**config.mk**
```make
export PLATFORM = sky130hd
export DESIGN_NAME = aabb_ctrl
export DESIGN_NICKNAME = d
export VERILOG_FILES = /design/src/hw/rtl/aabb_pkg.sv /design/src/hw/rtl/aabb_ctrl.sv
export SDC_FILE = /design/constraint.sdc
export NUM_CORES = 1
export LEC_CHECK = 0
export ABC_CLOCK_PERIOD_IN_PS = 1150
export BUFFER_PORTS_ARGS = -buffer_cell sky130_fd_sc_hd__buf_2
export CAP_MARGIN = 20
export CORE_AREA = 4 4 41 43
export CTS_CLUSTER_SIZE = 25
export DETAILED_ROUTE_END_ITERATION = 16
export DIE_AREA = 0 0 45 47
export GPL_TIMING_DRIVEN = 0
export SLEW_MARGIN = 10
export SYNTH_ARGS = -nofsm -noshare
export SYNTH_HDL_FRONTEND = slang
export SYNTH_SLANG_ARGS = --single-unit
```
**constraint.sdc**
```tcl
create_clock -name clk_i -period 1.15 [get_ports clk_i]
set_input_delay 0.0575 -clock clk_i [delete_from_list [all_inputs] [get_ports clk_i]]
set_output_delay 0.0575 -clock clk_i [all_outputs]
set_load 0.03 [all_outputs]
```
**src/hw/rtl/aabb_pkg.sv**
```systemverilog
`timescale 1ns / 1ps
`default_nettype none

package aabb_pkg;

  localparam int MaxBoxes = 64;
  localparam int IdxW     = (MaxBoxes > 1) ? $clog2(MaxBoxes) : 1;
  localparam int CntW     = $clog2(MaxBoxes + 1);

  localparam int CoordW   = 32;
  localparam int FrameW   = 16;
  localparam int KitW     = 8;
  localparam int CountW   = 7;
  localparam int EntryIdxW = 6;
  localparam int ActionW  = 2;

  typedef enum logic [ActionW-1:0] {
    ACT_WRITE   = 2'd0,
    ACT_OVERLAP = 2'd1,
    ACT_SLIDE   = 2'd2
  } action_e;

  // Input word, entry_index in the lowest bits.
  typedef struct packed {
    logic                     pad;
    logic [FrameW-1:0]        frame_high;
    logic [FrameW-1:0]        frame_low;
    logic                     solid_flag;
    logic [KitW-1:0]          kit_code;
    logic signed [CoordW-1:0] vec_b_z;
    logic signed [CoordW-1:0] vec_b_y;
    logic signed [CoordW-1:0] vec_b_x;
    logic signed [CoordW-1:0] vec_a_z;
    logic signed [CoordW-1:0] vec_a_y;
    logic signed [CoordW-1:0] vec_a_x;
    logic [EntryIdxW-1:0]     entry_index;
  } in_word_t;

  typedef struct packed {
    logic signed [CoordW-1:0] pos_z;
    logic signed [CoordW-1:0] pos_y;
    logic signed [CoordW-1:0] pos_x;
    logic                     blocked;
    logic [KitW-1:0]          entered_kit;
    logic [CountW-1:0]        hit_count;
  } out_word_t;

  localparam int InWordW  = $bits(in_word_t);
  localparam int OutWordW = $bits(out_word_t);

  typedef struct packed {
    logic [FrameW-1:0]        frame_last;
    logic [FrameW-1:0]        frame_first;
    logic                     solid;
    logic [KitW-1:0]          kit;
    logic signed [CoordW-1:0] max_z;
    logic signed [CoordW-1:0] max_y;
    logic signed [CoordW-1:0] max_x;
    logic signed [CoordW-1:0] min_z;
    logic signed [CoordW-1:0] min_y;
    logic signed [CoordW-1:0] min_x;
  } entry_t;

  localparam int EntryW = $bits(entry_t);

  typedef struct packed {
    logic accept;
    logic walk;
    logic load;
  } cmd_t;

  typedef struct packed {
    logic is_query;
    logic issue_left;
    logic in_flight;
    logic out_free;
  } status_t;

endpackage

`default_nettype wire

```
**src/hw/rtl/aabb_ctrl.sv**
```systemverilog
`timescale 1ns / 1ps
`default_nettype none

module aabb_ctrl (
  input  wire logic              clk_i,
  input  wire logic              rst_ni,
  input  wire logic              s_axis_tvalid,
  output logic                   s_axis_tready,
  input  wire aabb_pkg::status_t status_i,
  output aabb_pkg::cmd_t         cmd_o
);
  import aabb_pkg::*;

  localparam logic [1:0] StIdle = 2'd0;
  localparam logic [1:0] StWalk = 2'd1;
  localparam logic [1:0] StDone = 2'd2;

  logic [1:0] state_q, state_d;

  always_comb begin
    state_d       = state_q;
    cmd_o         = '0;
    s_axis_tready = 1'b0;
    case (state_q)
      StIdle: begin
        s_axis_tready = 1'b1;
        if (s_axis_tvalid) begin
          cmd_o.accept = 1'b1;
          state_d      = status_i.is_query ? StWalk : StDone;
        end
      end
      StWalk: begin
        cmd_o.walk = 1'b1;
        if (!status_i.issue_left && !status_i.in_flight) begin
          state_d = StDone;
        end
      end
      StDone: begin
        if (status_i.out_free) begin
          cmd_o.load = 1'b1;
          state_d    = StIdle;
        end
      end
      default: begin
        state_d = StIdle;
      end
    endcase
  end

  always_ff @(posedge clk_i or negedge rst_ni) begin
    if (!rst_ni) begin
      state_q <= StIdle;
    end else begin
      state_q <= state_d;
    end
  end

endmodule

`default_nettype wire

```
==> results of run 1 <==
## placed cells by master, fill, tap and decap left out
master	n
a211o_1	1
a21oi_1	1
and2_1	1
and3b_2	1
buf_2	8
buf_4	2
clkbuf_4	3
dfrtp_2	2
dlygate4sd3_1	1
nand3b_1	1
nor2_1	1
nor2_2	1
nor2b_2	1
nor3b_1	1
nor4b_1	1
o21ai_0	1
## per-layer routing
metal / global-route usage / vias up / part of all wire
met2: 0.05932 / 5 / 0.54
met1: 0.02733 / 63 / 0.32
met3: 0.02299 / 0 / 0.13
met4: 0.07018 / 0 / 0
li1: - / 76 / -
met5: 0 / - / 0
## stage by stage
| step | total power [W] | instances |
|---|---|---|
| 6_report | 0.0006468 | 42 |
| 5_1_grt | 0.0006915 | 42 |
| 4_1_cts | 0.0006510 | 42 |
| 3_5_place_dp | 0.0004785 | 38 |
| 3_3_place_gp | 0.0004769 | 38 |
| 2_1_floorplan | 0.0003859 | 13 |
## critical path, delay by kind of cell, from the launching register on
kind	cells	cell delay [ns]
buffers and inverters	1	0.15
DFF	1	0.43
and+or+nand+nor	2	0.25
## path summary, 6_finish.rpt
check / slack [ns] / start / cells past startpoint / endpoint
worst max register to register: 0.19 / state_q[0] / 2 / state_q[1]
min in group asynchronous: 0.16 / rst_ni / 2 / state_q[0]
worst min-delay path: 0.12 / status_i[3] / 3 / state_q[0]
worst min register to register: 0.50 / state_q[1] / 1 / state_q[0]
max in group asynchronous: 0.89 / rst_ni / 2 / state_q[1]
worst max-delay path: 0.05 / state_q[1] / 3 / cmd_o[2]
## cells by family after synthesis
logic type	count (synthesis)	synth area share
AO/OA/AOI/OAI	3	0.1530
flip-flops	2	0.4082
AND/OR/NAND/NOR	8	0.4389
## timing repair
action,4_1_cts,5_1_grt
setup endpoints to repair,1,3
endpoints found under the hold margin,2,0
cloned,0,0
gates resized for setup,1,4
hold buffers,1,0
## power by group through the flow
stage / logic (W) / registers [W] / clock network [W]
finish: 0.000333 / 0.000161 / 0.000152
global route: 0.000359 / 0.000171 / 0.000162
floorplan: 0.000239 / 0.000147 / 0
detailed placement: 0.000322 / 0.000157 / 0
CTS: 0.000333 / 0.000156 / 0.000162
global placement: 0.000320 / 0.000157 / 0
## final cells by class
class                   count  area (µm²)
clock buffers               3       22.52
multi-input cells          11       77.57
well taps                  15       18.77
fillers                   157        1065
repair buffers             11       65.06
flip-flops and latches      2       52.55
==> flow_metrics.py, run 1 <==
metrics = {
    "outcome": {
        "status": "finished, final reports clean",
    },
    "yosys": {
        "synthTopCellsByArea": "dfrtp_1, and3b_2, a211o_1",
        "synth_ff_type": "dfrtp_1",
        "synthesis.nets": 20,
        "synth_edf_count": 0,
        "netlist.area_leader.share": 0.4082,
        "yosys.area.top_type": "dfrtp_1",
        "yosysSeqAreaShare": 0.4082,
        "ys_async_sr_fraction": 1.000,
        "syn_area_per_cell_um2": 9.432,
        "yosys.cell_types.count": 11,
        "synth.yosys.warnings": 0,
        "syn_area_um2": 122.6,
        "postSynthCellCount": 13,
        "ys_top_cells_by_count": "dfrtp_1, nor2_1",
        "synth-seq-cells": 2,
    },
    "sta": {
        "worst_pin_slew_ns": 0.2688,
        "fin_worst_skew_ns": 0.001477,
        "maxSlewHeadroom": 0.8183,
        "setup_ws_ns": 0.04570,
        "holdWs_ns": 0.1242,
        "min_period_ns": 1.104,
        "setup_viol": 0,
        "hold_viol": 0,
        "tns_ns": 0,
        "slew_violations": 0,
        "fmax_mhz": 905.6,
        "fin_crit_sh": 0.9603,
        "rsz0062_at_grt": "yes",
    },
    "power_and_ir_drop": {
        "p_int_w": 0.0003618,
        "swShare": 0.4406,
        "p_per_area_nw_per_um2": 2735,
        "pwr-share-clk": 0.236,
        "switchingPower_w": 0.0002850,
        "p_leak_nw": 0.1151,
        "peakVddDrop_v": 0.0003791,
        "comb_power_share": 0.515,
        "seqPwrFrac": 0.250,
    },
    "critical_path": {
        "startpoint_type": "flip-flop",
        "endpoint_kind": "output port",
        "crit_chain": "nor2_2, and2_1, buf_4",
        "slowest_delay_ns": 0.43,
        "worstPathArrival_ns": 1.05,
        "slowest_stage": "dfrtp_2",
        "cp_max_fo": 6,
        "critPathRequiredTime_ns": 1.09,
        "critPathKind": "flip-flop to output port",
    },
    "cells_and_area": {
        "top_register": "state_q",
        "design_area_um2": 236.5,
        "drive_gt1_frac": 0.6667,
        "largest_reg_flops": 2,
        "fin_nets": 36,
        "final_util": 0.1817,
        "antenna_cells": 0,
        "top_regs": "state_q x2",
        "syn_to_final_growth_pct": 92.86,
    },
    "clocking": {
        "insertion_delay_ns": 0.22,
        "cts_root_buf": "clkbuf_4",
        "cts_setup_buffers": 0,
        "clkTransAtPathRegs_ns": 0.03,
        "cts_sinks": 2,
        "htree_num_levels": 1,
        "cts_tree": "done",
        "cts_made_buffers": 3,
        "cts_buffer_depth": 2,
    },
    "global_route": {
        "grt_pass1_wl_um": 524,
        "grtUsageTotal": 0.04032,
        "grt_antenna_before_repair": 0,
        "overflow": 0,
        "grt_pass1_vias": 156,
        "grt_max_degree": 8,
    },
    "floorplanning": {
        "core-area_um2": 1301,
        "rows": 13,
        "start_util": 0.09423,
        "ios": 11,
        "die_h_um": 47,
        "die_x_um": 45,
        "die-area_um2": 2115,
    },
    "worst_hold_path": {
        "hp-class": "input port to flip-flop",
    },
    "detailed_routing": {
        "drt-wirelength-per-cell_um": 7.881,
        "firstDrtPassIters": 1,
        "ant_nets": 0,
        "wl_um": 331,
        "via_per_inst": 3.429,
        "num_vias": 144,
        "drc": 0,
        "first_iter_violations": 0,
    },
    "place": {
        "dpl_cell_area_um2": 196.4,
        "place_ws_ns": 0.1723,
        "gp_congestion": 0.5415,
        "port-buffer-count": 10,
    },
    "flow_run": {
        "cap_viol_max_count": 0,
    },
}
(Power assumes the default switching activity.)
==> run 2, diff against run 1 <==
--- a/config.mk
+++ b/config.mk
@@ -5,9 +5,8 @@
 export SDC_FILE = /design/constraint.sdc
 export NUM_CORES = 1
 export LEC_CHECK = 0
-export ABC_CLOCK_PERIOD_IN_PS = 1150
+export ABC_CLOCK_PERIOD_IN_PS = 1000
 export BUFFER_PORTS_ARGS = -buffer_cell sky130_fd_sc_hd__buf_2
-export CAP_MARGIN = 20
 export CORE_AREA = 4 4 41 43
 export CTS_CLUSTER_SIZE = 25
 export DETAILED_ROUTE_END_ITERATION = 16
==> constraint.sdc (replaced) <==
create_clock -name clk_i -period 1 [get_ports clk_i]
set_input_delay 0.05 -clock clk_i [delete_from_list [all_inputs] [get_ports clk_i]]
set_output_delay 0.05 -clock clk_i [all_outputs]
set_load 0.03 [all_outputs]
==> flow_metrics.py, run 2 (synthesis gave the netlist of run 1 again) <==
metrics = {
    "detailed_routing": {
        "drc": 0,
        "ant_nets": 0,
        "via_per_inst": 3.690,
        "firstDrtPassIters": 1,
        "first_iter_violations": 0,
        "num_vias": 155,
        "drt-wirelength-per-cell_um": 9.000,
        "wl_um": 378,
    },
    "cells_and_area": {
        "final_util": 0.2019,
        "antenna_cells": 0,
        "mostFrequentLayoutCell": "buf_2",
        "syn_to_final_growth_pct": 114.3,
        "fin_nets": 36,
        "final_cell_mix": "buf_2, clkbuf_4, buf_6",
        "top_register": "state_q",
        "largest_reg_flops": 2,
        "design_area_um2": 262.8,
        "multiInputGateArea_um2": 90.09,
        "top_regs": "state_q x2",
        "drive_gt1_frac": 0.7037,
        "regArea_um2": 52.55,
        "fill_cells": 159,
    },
    "worst_hold_path": {
        "hp-class": "input port to flip-flop",
    },
    "sta": {
        "maxSlewHeadroom": 0.8265,
        "worst_pin_slew_ns": 0.2566,
        "fmax_mhz": 922.1,
        "fin_worst_skew_ns": 0.0008549,
        "setup_viol": 3,
        "fin_crit_sh": 1.085,
        "slew_violations": 0,
        "hold_viol": 0,
        "min_period_ns": 1.085,
        "setup_ws_ns": -0.08450,
        "rsz0062_at_grt": "yes",
        "tns_ns": -0.1795,
    },
    "floorplanning": {
        "rows": 13,
        "ios": 11,
        "core-area_um2": 1301,
        "start_util": 0.09423,
        "die-area_um2": 2115,
        "die_h_um": 47,
        "die_x_um": 45,
    },
    "clocking": {
        "cts_sinks": 2,
        "cts_made_buffers": 3,
        "cts_setup_buffers": 0,
        "clkTransAtPathRegs_ns": 0.03,
        "htree_num_levels": 1,
        "insertion_delay_ns": 0.22,
        "cts_root_buf": "clkbuf_4",
        "cts_tree": "done",
        "cts_buffer_depth": 2,
    },
    "power_and_ir_drop": {
        "seqPwrFrac": 0.249,
        "p_int_w": 0.0004887,
        "p_per_area_nw_per_um2": 3241,
        "peakVddDrop_v": 0.0007939,
        "pwr-share-clk": 0.204,
        "switchingPower_w": 0.0003628,
        "swShare": 0.4261,
        "p_leak_nw": 0.1236,
        "comb_power_share": 0.546,
    },
    "outcome": {
        "failed_checks": "setup timing",
        "status": "complete, but fails checks",
    },
    "place": {
        "gp_congestion": 0.6614,
        "port-buffer-count": 10,
        "dpl_cell_area_um2": 207.7,
    },
    "critical_path": {
        "crit_chain": "and3b_2, buf_6",
        "slowest_delay_ns": 0.44,
        "r2r_end": "state_q[1]",
        "path_depth": 2,
        "cp-endpoint": "cmd_o[0]",
        "ff2ff_setup_slack_ns": 0,
        "cp_max_fo": 7,
        "worstPathArrival_ns": 1.03,
        "slowest_stage": "dfrtp_2",
        "ff2ff_path_depth": 2,
        "critical_path.top_delay_family": "flip-flops",
        "critPathRequiredTime_ns": 0.95,
        "critPathKind": "flip-flop to output port",
        "startpoint_type": "flip-flop",
        "reg2reg_from": "state_q[1]",
        "endpoint_kind": "output port",
        "cp-startpoint": "state_q[0]",
        "critPathBufInv": 1,
    },
    "flow_run": {
        "cap_viol_max_count": 0,
    },
    "global_route": {
        "overflow": 0,
        "grtUsageTotal": 0.04897,
        "grt_pass1_vias": 183,
        "grt_max_degree": 8,
        "grt_pass1_wl_um": 641,
        "grt_antenna_before_repair": 0,
    },
}
[run 2: cell counts in the layout (fill, tap and decap cells not counted)]
Identical to the previous run, type by type.
[run 2: layout make-up]
class	instances	area share
Multi-Input combinational cell	11	0.3429
Tap cell	15	0.07143
Sequential cell	2	0.2000
Clock buffer	3	0.08571
Timing Repair Buffer	11	0.3000
[run 2: routing by layer]
layer,GRT usage,part of all wire
met1,0.03182,0.33
met5,0,0
met2,0.07627,0.55
met4,0.07018,0
met3,0.03448,0.12
[run 2: power by group through the flow]
| stage | clock network (W) | logic, W | registers (W) |
|---|---|---|---|
| global route | 0.000200 | 0.000496 | 0.000227 |
| floorplan | 0 | 0.000303 | 0.000191 |
| detailed placement | 0 | 0.000396 | 0.000205 |
| finish | 0.000174 | 0.000465 | 0.000212 |
| CTS | 0.000190 | 0.000473 | 0.000212 |
| global placement | 0 | 0.000392 | 0.000203 |
[run 2: per-stage QoR]
step | power [W] | worst slack (ns) | hold slack, ns | std cells
floorplan | 0.0004933 | -0.001226 | -0.2456 | 13
global placement | 0.0005957 | -0.03027 | -0.1643 | 38
detailed placement | 0.0006001 | -0.03407 | -0.1644 | 38
CTS | 0.0008748 | -0.09448 | 0.1076 | 42
global route | 0.0009234 | -0.1341 | 0.1138 | 42
finish | 0.0008515 | -0.08450 | 0.1150 | 42
[run 2: timing repair]
| action | 4_1_cts | 5_1_grt |
|---|---|---|
| hold endpoints to repair | 2 | 0 |
| resized for setup | 9 | 0 |
| hold buffers | 1 | 0 |
| pin swaps | 3 | 0 |
| setup endpoints to repair | 5 | 5 |
[run 2: worst min path at each step]
stage / from / to / slack (ns) / depth (start not counted)
finish: status_i[3] / state_q[0] / 0.11 / 3
global route: status_i[3] / state_q[0] / 0.11 / 3
CTS: status_i[3] / state_q[0] / 0.11 / 3
detailed placement: rst_ni / state_q[0] / -0.16 / 1
global placement: rst_ni / state_q[0] / -0.16 / 1
floorplan: rst_ni / state_q[0] / -0.25 / 0
[run 2: tightest hold or removal path, stage by stage]
cell      delay (ns)
buf_2           0.11
nand3b_1        0.07
a21oi_1         0.06
==> run 3, diff against run 2 <==
--- a/config.mk
+++ b/config.mk
@@ -12,6 +12,7 @@
 export DETAILED_ROUTE_END_ITERATION = 16
 export DIE_AREA = 0 0 45 47
 export GPL_TIMING_DRIVEN = 0
+export RECOVER_POWER = 50
 export SLEW_MARGIN = 10
 export SYNTH_ARGS = -nofsm -noshare
 export SYNTH_HDL_FRONTEND = slang
==> flow_metrics.py, run 3 (synthesis gave the netlist of run 1 again) <==
metrics = {
    "outcome": {
        "status": "complete, but fails checks",
        "failed_checks": "setup timing",
    },
    "critical_path": {
        "ff2ff_path_depth": 2,
        "critPathRequiredTime_ns": 0.95,
        "critPathKind": "flip-flop to output port",
        "startpoint_type": "flip-flop",
        "worstPathArrival_ns": 1.03,
        "ff2ff_setup_slack_ns": 0,
        "cp_max_fo": 7,
        "r2r_end": "state_q[1]",
        "reg2reg_from": "state_q[1]",
        "endpoint_kind": "output port",
    },
    "cells_and_area": {
        "drive_gt1_frac": 0.6667,
        "fill_cells": 157,
        "syn_to_final_growth_pct": 113.3,
        "fin_nets": 36,
        "antenna_cells": 0,
        "top_register": "state_q",
        "largest_reg_flops": 2,
        "final_cell_mix": "buf_2, clkbuf_4, buf_6",
        "top_regs": "state_q x2",
        "mostFrequentLayoutCell": "buf_2",
    },
    "sta": {
        "fin_crit_sh": 1.084,
        "worst_pin_slew_ns": 0.2566,
        "fmax_mhz": 922.1,
        "hold_viol": 0,
        "setup_viol": 3,
        "rsz0062_at_grt": "yes",
        "min_period_ns": 1.084,
        "slew_violations": 0,
        "holdWs_ns": 0.1150,
        "maxSlewHeadroom": 0.8265,
        "fin_worst_skew_ns": 0.0008881,
        "setup_ws_ns": -0.08446,
    },
    "detailed_routing": {
        "firstDrtPassIters": 1,
        "num_vias": 155,
        "drc": 0,
        "wl_um": 377,
        "via_per_inst": 3.690,
        "first_iter_violations": 0,
        "drt-wirelength-per-cell_um": 8.976,
        "ant_nets": 0,
    },
    "floorplanning": {
        "die_h_um": 47,
        "ios": 11,
        "start_util": 0.09423,
        "die_x_um": 45,
        "rows": 13,
        "die-area_um2": 2115,
        "core-area_um2": 1301,
    },
    "global_route": {
        "grt_max_degree": 8,
        "grt_antenna_before_repair": 0,
        "grt_pass1_wl_um": 641,
        "grt_pass1_vias": 183,
        "overflow": 0,
        "grtUsageTotal": 0.04897,
    },
    "worst_hold_path": {
        "min_to": "state_q[0]",
        "whs_path_depth": 3,
        "holdCritStartpoint": "status_i[3]",
        "hp-class": "input port to flip-flop",
    },
    "place": {
        "place_ws_ns": -0.03407,
        "gp_congestion": 0.6614,
        "port-buffer-count": 10,
    },
    "clocking": {
        "insertion_delay_ns": 0.22,
        "htree_num_levels": 1,
        "clkTransAtPathRegs_ns": 0.03,
        "cts_root_buf": "clkbuf_4",
        "cts_tree": "done",
        "cts_sinks": 2,
        "cts_buffer_depth": 2,
        "cts_made_buffers": 3,
    },
    "power_and_ir_drop": {
        "peakVddDrop_v": 0.0007938,
        "total_power_w": 0.0008510,
        "p_per_area_nw_per_um2": 3254,
        "p_leak_nw": 0.1209,
    },
    "flow_run": {
        "cap_viol_max_count": 0,
    },
}
[run 3: worst max path at each step]
stage / from / to / slack [ns]
floorplan: state_q[1] / cmd_o[2] / -0.001
global placement: state_q[1] / state_q[1] / -0.03
detailed placement: state_q[1] / state_q[1] / -0.03
CTS: state_q[0] / cmd_o[0] / -0.09
global route: state_q[1] / cmd_o[2] / -0.13
finish: state_q[0] / cmd_o[0] / -0.08
[run 3: final cells by class]
type | count | area (µm²) | share of cell area
sequential | 2 | 52.55 | 0.2010
multi-input combinational | 11 | 90.09 | 0.3445
clock buffer | 3 | 22.52 | 0.08612
tap | 15 | 18.77 | 0.07177
timing repair buffer | 11 | 77.57 | 0.2967
[run 3: per-layer routing]
metal,up-vias,GRT usage,share of wire
met3,0,0.03448,0.12
met1,72,0.03182,0.33
met2,7,0.07627,0.55
li1,76,-,-
met5,-,0,0
met4,0,0.07018,0
[run 3: worst max-delay path: stages (launching register included)]
cell and delay (ns):
dfrtp_2 0.44, and3b_2 0.25, buf_6 0.12
[run 3: metrics by stage]
step	TNS [ns]	area [µm²]	cells	util
after global placement	-0.03027	207.7	38	0.1596
after global routing	-0.4634	261.5	42	0.2010
after floorplan	-0.001226	138.9	13	-
after CTS	-0.2442	262.8	42	0.2019
after detailed placement	-0.03407	207.7	38	0.1596
final	-0.1793	261.5	42	0.2010
[run 3: power by group]
group          internal (W)  total, W  switching (W)
Sequential         0.000127  0.000212      0.0000851
Clock              0.000132  0.000174      0.0000420
Combinational      0.000229  0.000465       0.000236
[run 3: timing repair]
item                                    CTS  global route
setup buffers                             0             0
hold endpoints to repair                  2             0
pin swaps                                 3             0
hold buffers                              1             0
gates resized for setup                   9             0
endpoints found under the setup margin    5             5
